File: src/hdl/pbwc_pkg.sv
// Shared constants and types of the pixel bit window checker.
`timescale 1ns / 1ps
`default_nettype none
package pbwc_pkg;

    localparam int MAX_DIM         = 4096;
    localparam int COORD_W         = $clog2(MAX_DIM);
    localparam int HEIGHT_W        = COORD_W + 1;
    localparam int CH_W            = 8;
    localparam int PIX_W           = 3 * CH_W;
    localparam int TAIL_W          = 3;
    localparam int FILL_W          = 2;
    localparam int MAX_REPORTS     = 8;
    localparam int RCNT_W          = $clog2(MAX_REPORTS);
    localparam int QUEUE_DEPTH_DEF = 4;

    localparam logic [FILL_W-1:0]   FILL_FULL    = FILL_W'(TAIL_W);
    localparam logic [HEIGHT_W-1:0] HEIGHT_RESET = HEIGHT_W'(1);

    // One pixel that produced at least one window match, with its predecessor.
    typedef struct packed {
        logic [PIX_W-1:0]   match_mask;
        logic [PIX_W-1:0]   pix;
        logic [COORD_W-1:0] col;
        logic [COORD_W-1:0] row;
        logic [PIX_W-1:0]   prev_pix;
        logic [COORD_W-1:0] prev_col;
        logic [COORD_W-1:0] prev_row;
    } t_job;

    typedef struct packed {
        logic [COORD_W-1:0] hit_col;
        logic [COORD_W-1:0] hit_row_from_bottom;
        logic [CH_W-1:0]    new_red;
        logic [CH_W-1:0]    new_green;
        logic [CH_W-1:0]    new_blue;
        logic               last_of_run;
    } t_rpt;

endpackage
`default_nettype wire

File: src/hdl/pbwc_back.sv
// Report engine: walks the queue head match mask; one report per cycle unless stalled.
`timescale 1ns / 1ps
`default_nettype none
module pbwc_back (
    input  wire                          i_clk,
    input  wire                          i_rst_n,
    input  wire                          i_empty,
    input  wire pbwc_pkg::t_job          i_head,
    input  wire  [pbwc_pkg::COORD_W-1:0] i_height,
    output logic                         o_pop,
    output logic                         o_valid,
    input  wire                          i_ready,
    output pbwc_pkg::t_rpt               o_rpt
);
    import pbwc_pkg::*;

    logic [PIX_W-1:0]  r_done;
    logic [RCNT_W-1:0] r_cnt;
    logic              r_valid;
    t_rpt              r_rpt;

    logic [PIX_W-1:0]   remain;
    logic [PIX_W-1:0]   lowest;
    logic [PIX_W-1:0]   flip;
    logic [PIX_W-1:0]   val;
    logic [COORD_W-1:0] hrow;
    logic               last;
    logic               emit;
    t_rpt               rpt;

    always_comb begin
        remain = i_head.match_mask & ~r_done;
        lowest = remain & (~remain + PIX_W'(1));
        // Match at pixel bit k flips the bit just before it, which sits at
        // position PIX_W-k of the pixel word; k of zero points into the
        // previous pixel's last bit.
        flip    = '0;
        for (int j = 1; j < PIX_W; j++) begin
            flip[PIX_W-j] = lowest[j];
        end
        if (lowest[0]) begin
            val         = i_head.prev_pix ^ PIX_W'(1);
            hrow        = i_head.prev_row;
            rpt.hit_col = i_head.prev_col;
        end else begin
            val         = i_head.pix ^ flip;
            hrow        = i_head.row;
            rpt.hit_col = i_head.col;
        end
        last = ((remain & ~lowest) == '0) || (r_cnt == RCNT_W'(MAX_REPORTS - 1));
        rpt.hit_row_from_bottom = i_height - COORD_W'(1) - hrow;
        rpt.new_red             = val[3*CH_W-1:2*CH_W];
        rpt.new_green           = val[2*CH_W-1:CH_W];
        rpt.new_blue            = val[CH_W-1:0];
        rpt.last_of_run         = last;
        emit                    = !i_empty && (!r_valid || i_ready);
    end

    assign o_pop   = emit && last;
    assign o_valid = r_valid;
    assign o_rpt   = r_rpt;

    always_ff @(posedge i_clk) begin
        if (!i_rst_n) begin
            r_done  <= '0;
            r_cnt   <= '0;
            r_valid <= 1'b0;
        end else begin
            if (emit) begin
                r_valid <= 1'b1;
                if (last) begin
                    r_done <= '0;
                    r_cnt  <= '0;
                end else begin
                    r_done <= r_done | lowest;
                    r_cnt  <= r_cnt + RCNT_W'(1);
                end
            end else if (i_ready) begin
                r_valid <= 1'b0;
            end
        end
    end

    always_ff @(posedge i_clk) begin
        if (emit) begin
            r_rpt <= rpt;
        end
    end
endmodule
`default_nettype wire

File: config.mk
export PLATFORM = sky130hd
export DESIGN_NAME = pbwc_back
export DESIGN_NICKNAME = d
export VERILOG_FILES = /design/src/hdl/pbwc_pkg.sv /design/src/hdl/pbwc_back.sv
export SDC_FILE = /design/constraint.sdc
export NUM_CORES = 1
export LEC_CHECK = 0
export ABC_AREA = 1
export BUFFER_PORTS_ARGS = -buffer_cell sky130_fd_sc_hd__buf_2
export CORE_MARGIN = 5
export CORE_UTILIZATION = 54
export CTS_BUF_LIST = sky130_fd_sc_hd__clkbuf_2
export DETAILED_ROUTE_END_ITERATION = 8
export PLACE_DENSITY = 0.89
export SLEW_MARGIN = 20
export SYNTH_ARGS = -nofsm -noshare
export SYNTH_HDL_FRONTEND = slang
export SYNTH_SLANG_ARGS = --single-unit
File: constraint.sdc
create_clock -name i_clk -period 8 [get_ports i_clk]
set_input_delay 0.8 -clock i_clk [delete_from_list [all_inputs] [get_ports i_clk]]
set_output_delay 0.8 -clock i_clk [all_outputs]
set_load 0.02 [all_outputs]
* Yosys cells after proc, flatten, opt, wreduce, memory -nomap -nowiden
Cells that the tools add are included.
** Cells by class
- $add $sub $neg :: 4
- Equal/unequal tests :: 1
- Reductions and logical operators :: 8
- Bitwise gates (word level) :: 9
- Mux-type cells :: 7
** Operators by type and width (count)
- $and A24 B24 Y24 :: 3
- $not A24 Y24 :: 3
- $mux W24 :: 2
- $add A24 B1 Y24 const B :: 1
- $logic_not A24 Y1 :: 1
- $mux W12 :: 2
- $or A24 B24 Y24 :: 1
- $xor A24 B24 Y24 :: 1
- $sub A12 B1 Y12 const B :: 1
- $sub A12 B12 Y12 :: 1
- $add A3 B1 Y3 const B :: 1
- $eq A3 B3 Y1 const B :: 1
- $mux W3 :: 1
- $logic_and A1 B1 Y1 :: 2
- $logic_not A1 Y1 :: 2
- $logic_or A1 B1 Y1 :: 2
- $mux W1 :: 2
- $reduce_bool A2 Y1 :: 1
- $not A1 Y1 :: 1
** Storage, ports and cells
- Output and inout bits :: 51
- Bits of input ports :: 136
- Flip-flop bits (word level) :: 77

* Depth between registers and ports, before layout
- Depth after elaboration :: 10
- Mapped depth :: 18
- Depth with buffers taken out :: 17

* Least setup slack after synthesis
Ideal clock, no wire load.
- Kind :: input to register
- Start :: input i_head[96] (netlist bit)
- End :: register r_rpt (netlist bit o_rpt[35]) (data pin)
- Cell stages on the path :: 16
- Arrival time :: 3.129 ns
- Setup slack :: 4.613 ns
- Buffers on the path :: 2
- Required time :: 7.742 ns
- Cells stage by stage :: nand2_1 -> buf_2 -> buf_1 -> mux2i_1 -> ha_1 -> fa_1 -> nand3_1 -> nand2_1 -> nand2_1 -> nand2_1 -> a21oi_1 -> o21ai_0 -> nand2_1 -> nand2_1 -> a21oi_1 -> xnor2_1
** RTL lines
- start: declaration :: RTL line pbwc_back.sv:8 : input wire pbwc_pkg::t_job i_head,
- end signal: assignment :: RTL line pbwc_back.sv:86 : r_rpt <= rpt;
- end: declaration :: RTL line pbwc_back.sv:20 : t_rpt r_rpt;

* Final worst setup path
- Start :: input i_head[96] (netlist bit)
- End :: output o_pop
** On the way
- Word-level cells in the longest chain between the ends :: 9
** Ends and longest elaborated chain
- $and A24 B24 Y24 (*) :: RTL line pbwc_back.sv:32 : remain = i_head.match_mask & ~r_done;
- $not A24 Y24 :: RTL line pbwc_back.sv:33 : lowest = remain & (~remain + PIX_W'(1));
- $add A24 B1 Y24 :: RTL line pbwc_back.sv:33
- $and A24 B24 Y24 :: RTL line pbwc_back.sv:33
- $not A24 Y24 :: RTL line pbwc_back.sv:50 : last = ((remain & ~lowest) == '0) || (r_cnt == RCNT_W'(MAX_REPORTS - 1));
- $and A24 B24 Y24 (*) :: RTL line pbwc_back.sv:50
- $logic_not A24 Y1 (*) :: RTL line pbwc_back.sv:50
- $logic_or A1 B1 Y1 (*) :: RTL line pbwc_back.sv:50
- net last :: RTL line pbwc_back.sv:27 : logic last;
- $logic_and A1 B1 Y1 (*) :: RTL line pbwc_back.sv:59 : assign o_pop = emit && last;
- end: declaration :: RTL line pbwc_back.sv:10 : output logic o_pop,
The timed path passes the listed nets; every way through them passes the cells marked *.

==> impl_metrics.env <==
export IMPL_rows=33
export IMPL_period_share=0.472
export IMPL_slew_violations=0
export IMPL_grt_pass1_vias=4330
export IMPL_r2r_start="r_done[0]"
export IMPL_place_port_buffers=186
export IMPL_ir_drop_mv=0.0835
export IMPL_drc=0
export IMPL_cap_violations=0
export IMPL_status="complete, no violations"
export IMPL_fmax_mhz=265
export IMPL_r2r_cells=16
export IMPL_worstPathArrival_ns=2.97
export IMPL_hp_start="r_done[11]"
export IMPL_clkPwrFrac=0.233
export IMPL_leakagePower_nw=2.67
export IMPL_rsz0062_at_grt="false"
export IMPL_syn_area_um2=4410
export IMPL_skew_ns=0.0480
export IMPL_gp_congestion=1.03
export IMPL_cts_buffer_depth=2
export IMPL_die_w_um=100
export IMPL_grt_antenna_before_repair=0
export IMPL_dpl_hpwl_um=9330
export IMPL_p_switching_uw=281
export IMPL_io_pins=187
export IMPL_grt_max_degree=67
export IMPL_cts_root_buffer_cell="clkbuf_2"
export IMPL_fin_tns_setup_ns=0
export IMPL_place_ws_ns=4.28
export IMPL_finalWorstSetupSlack_ns=4.23
export IMPL_htree_levels=3
export IMPL_clk_pin_slew_ns=0.20
export IMPL_stdcell_count=849
export IMPL_finalCriticalPeriod_ns=3.77
export IMPL_power_frac_comb=0.245
export IMPL_grt_overflow=0
export IMPL_grt_pass1_wl_um=19200
export IMPL_post_cts_resized=0
export IMPL_cp_max_fo=29
export IMPL_dr_pass1_iters=8
export IMPL_yosys_warnings=0
export IMPL_drt_iter0_drc=173
export IMPL_vias=4232
export IMPL_rrSetupSlack_ns=5.19
export IMPL_ys_seq_area_frac=0.461
export IMPL_power_density_nw_per_um2=161
export IMPL_dieHeight_um=100
export IMPL_final_nets=889
export IMPL_viasPerCell=4.98
export IMPL_core_area_um2=8090
export IMPL_area_delta_synth_final_pct=25.9
export IMPL_regToRegEndpoint="o_rpt[35]"
export IMPL_drt_wl_total_um=11800
export IMPL_hold_depth=2
export IMPL_ant_nets=0
export IMPL_n_antenna_cell=0
export IMPL_die_area_um2=10100
export IMPL_synth_seq_cells=77
export IMPL_numCtsBuffers=9
export IMPL_insertion_delay_ns=0.51
export IMPL_swShare=0.314
export IMPL_place_inst=833
export IMPL_finalHoldViolations=0
export IMPL_ys_types=27
export IMPL_setup_viol=0
export IMPL_start_util=0.544
export IMPL_syn_num_nets=702
export IMPL_intPower_uw=614
export IMPL_start_kind="primary input"
export IMPL_syn_inst=552
export IMPL_worstPathRequired_ns=7.20
export IMPL_slew_limit_headroom=0.440
export IMPL_hp_class="reg2reg"
export IMPL_tritoncts="built"
export IMPL_tightestPinTransition_ns=0.839
export IMPL_postCtsHoldBufs=0
export IMPL_hold_end="r_done[11]"
export IMPL_cts_sinks=77
export IMPL_end_kind="primary output"
export IMPL_post_cts_setup_buffer_count=0
export IMPL_pwr_share_seq=0.522
export IMPL_avgRoutedWirePerCell_um=13.9
export IMPL_postLayoutCoreUtil=0.686
export IMPL_crit_type="in2out"
export IMPL_drive_gt1_frac=0.293
export IMPL_grtUsageTotal=0.237
export IMPL_syn_avg_cell_area_um2=7.98
==> logic make-up after synthesis <==
| kind of cell | count (synthesis) | share of synthesized area |
|---|---|---|
| AND/OR/NAND/NOR | 261 | 0.242 |
| buffers and inverters | 81 | 0.0727 |
| flip-flops | 77 | 0.461 |
| AO/OA/AOI/OAI | 71 | 0.0829 |
| XOR/XNOR | 34 | 0.0676 |
| multiplexers | 14 | 0.0318 |
| adder cells (fa/ha/maj) | 14 | 0.0415 |
==> registers in the layout, indices dropped and copies added (netlist names) <==
register,flops
o_rpt,49
o_valid,1
r_cnt,3
r_done,24
==> through the flow <==
step / hold WS, ns / area (um^2) / total power [mW]
2_1_floorplan: 0.452 / 4410 / 0.612
4_1_cts: 0.490 / 5550 / 0.901
3_5_place_dp: 0.469 / 5440 / 0.695
5_1_grt: 0.482 / 5550 / 0.942
6_report: 0.512 / 5550 / 0.895
3_3_place_gp: 0.460 / 5440 / 0.685
==> cells in the mapped netlist (all sizes together) <==
cell,number,share of area
o21ai,45,0.051
a31oi,2,0.0028
fa,1,0.0045
a21o,2,0.0034
buf,4,0.0071
a21oi,21,0.024
ha,13,0.037
dfxtp,28,0.13
nor2,77,0.072
nand2,161,0.14
inv,68,0.058
mux2i,14,0.032
nor3,3,0.0034
xnor2,15,0.030
clkbuf,9,0.0077
a21boi,1,0.0017
xor2,19,0.038
nand3,20,0.023
edfxtp,49,0.33
==> placed cells by master, fill, tap and decap left out, types with 2 or more instances in the layout <==
cell type,n
a21o_1,2
a21oi_1,20
a31oi_1,2
buf_2,186
buf_4,3
clkbuf_2,9
clkinv_2,2
clkinvlp_4,3
dfxtp_1,28
edfxtp_1,49
ha_1,13
inv_1,67
mux2i_1,14
nand2_1,152
nand2_2,7
nand2_4,2
nand3_1,20
nor2_1,74
nor3_1,3
o21ai_0,45
xnor2_1,15
xor2_1,19
==> worst max path at each step <==
| stage | startpoint | endpoint | cells past startpoint | slack, ns |
|---|---|---|---|---|
| final | i_head[96] | o_pop | 18 | 4.23 |
| after global routing | r_done[0] | o_pop | 18 | 3.95 |
| after CTS | r_done[0] | o_pop | 18 | 4.27 |
| after detailed placement | i_head[96] | o_pop | 18 | 4.28 |
| after global placement | i_head[96] | o_pop | 16 | 4.49 |
| after floorplan | i_head[96] | o_rpt[35] | 16 | 4.61 |
==> power groups by stage <==
stage | Combinational, mW | Clock, mW | Sequential, mW
global placement | 0.210 | 0 | 0.475
detailed placement | 0.218 | 0 | 0.476
finish | 0.219 | 0.208 | 0.467
floorplan | 0.102 | 0 | 0.510
global route | 0.242 | 0.231 | 0.470
CTS | 0.219 | 0.214 | 0.468
==> critical path: stages <==
cell and delay [ns]:
buf_2 0.10, nand2_1 0.06, buf_4 0.35, nand2_4 0.16, nor2_1 0.18, nand2_1 0.11, nor2_1 0.25, nand2_1 0.14
nand2_1 0.08, nand2_1 0.06, inv_1 0.05, nand2_1 0.05, nor2_1 0.09, nand2_1 0.08, nand2_2 0.08, nand2_2 0.07
inv_1 0.08, buf_2 0.16
==> per-layer routing <==
layer / GRT usage / vias to the layer above / wire length [um]
met1: 0.269 / 1893 / 4600
met3: 0.0500 / 36 / 793
met2: 0.424 / 165 / 6030
met4: 0.110 / 0 / 367
li1: - / 2138 / -
met5: 0 / - / 0
==> layout make-up <==
cell class	count	area, um^2
Fill cell	688	2540
Clock inverter	7	66.3
Inverter	68	255
Clock buffer	9	45.0
Tap cell	105	131
Sequential cell	77	2030
Multi-Input combinational cell	394	2060
Timing Repair Buffer	189	953
(Power assumes the default switching activity.)
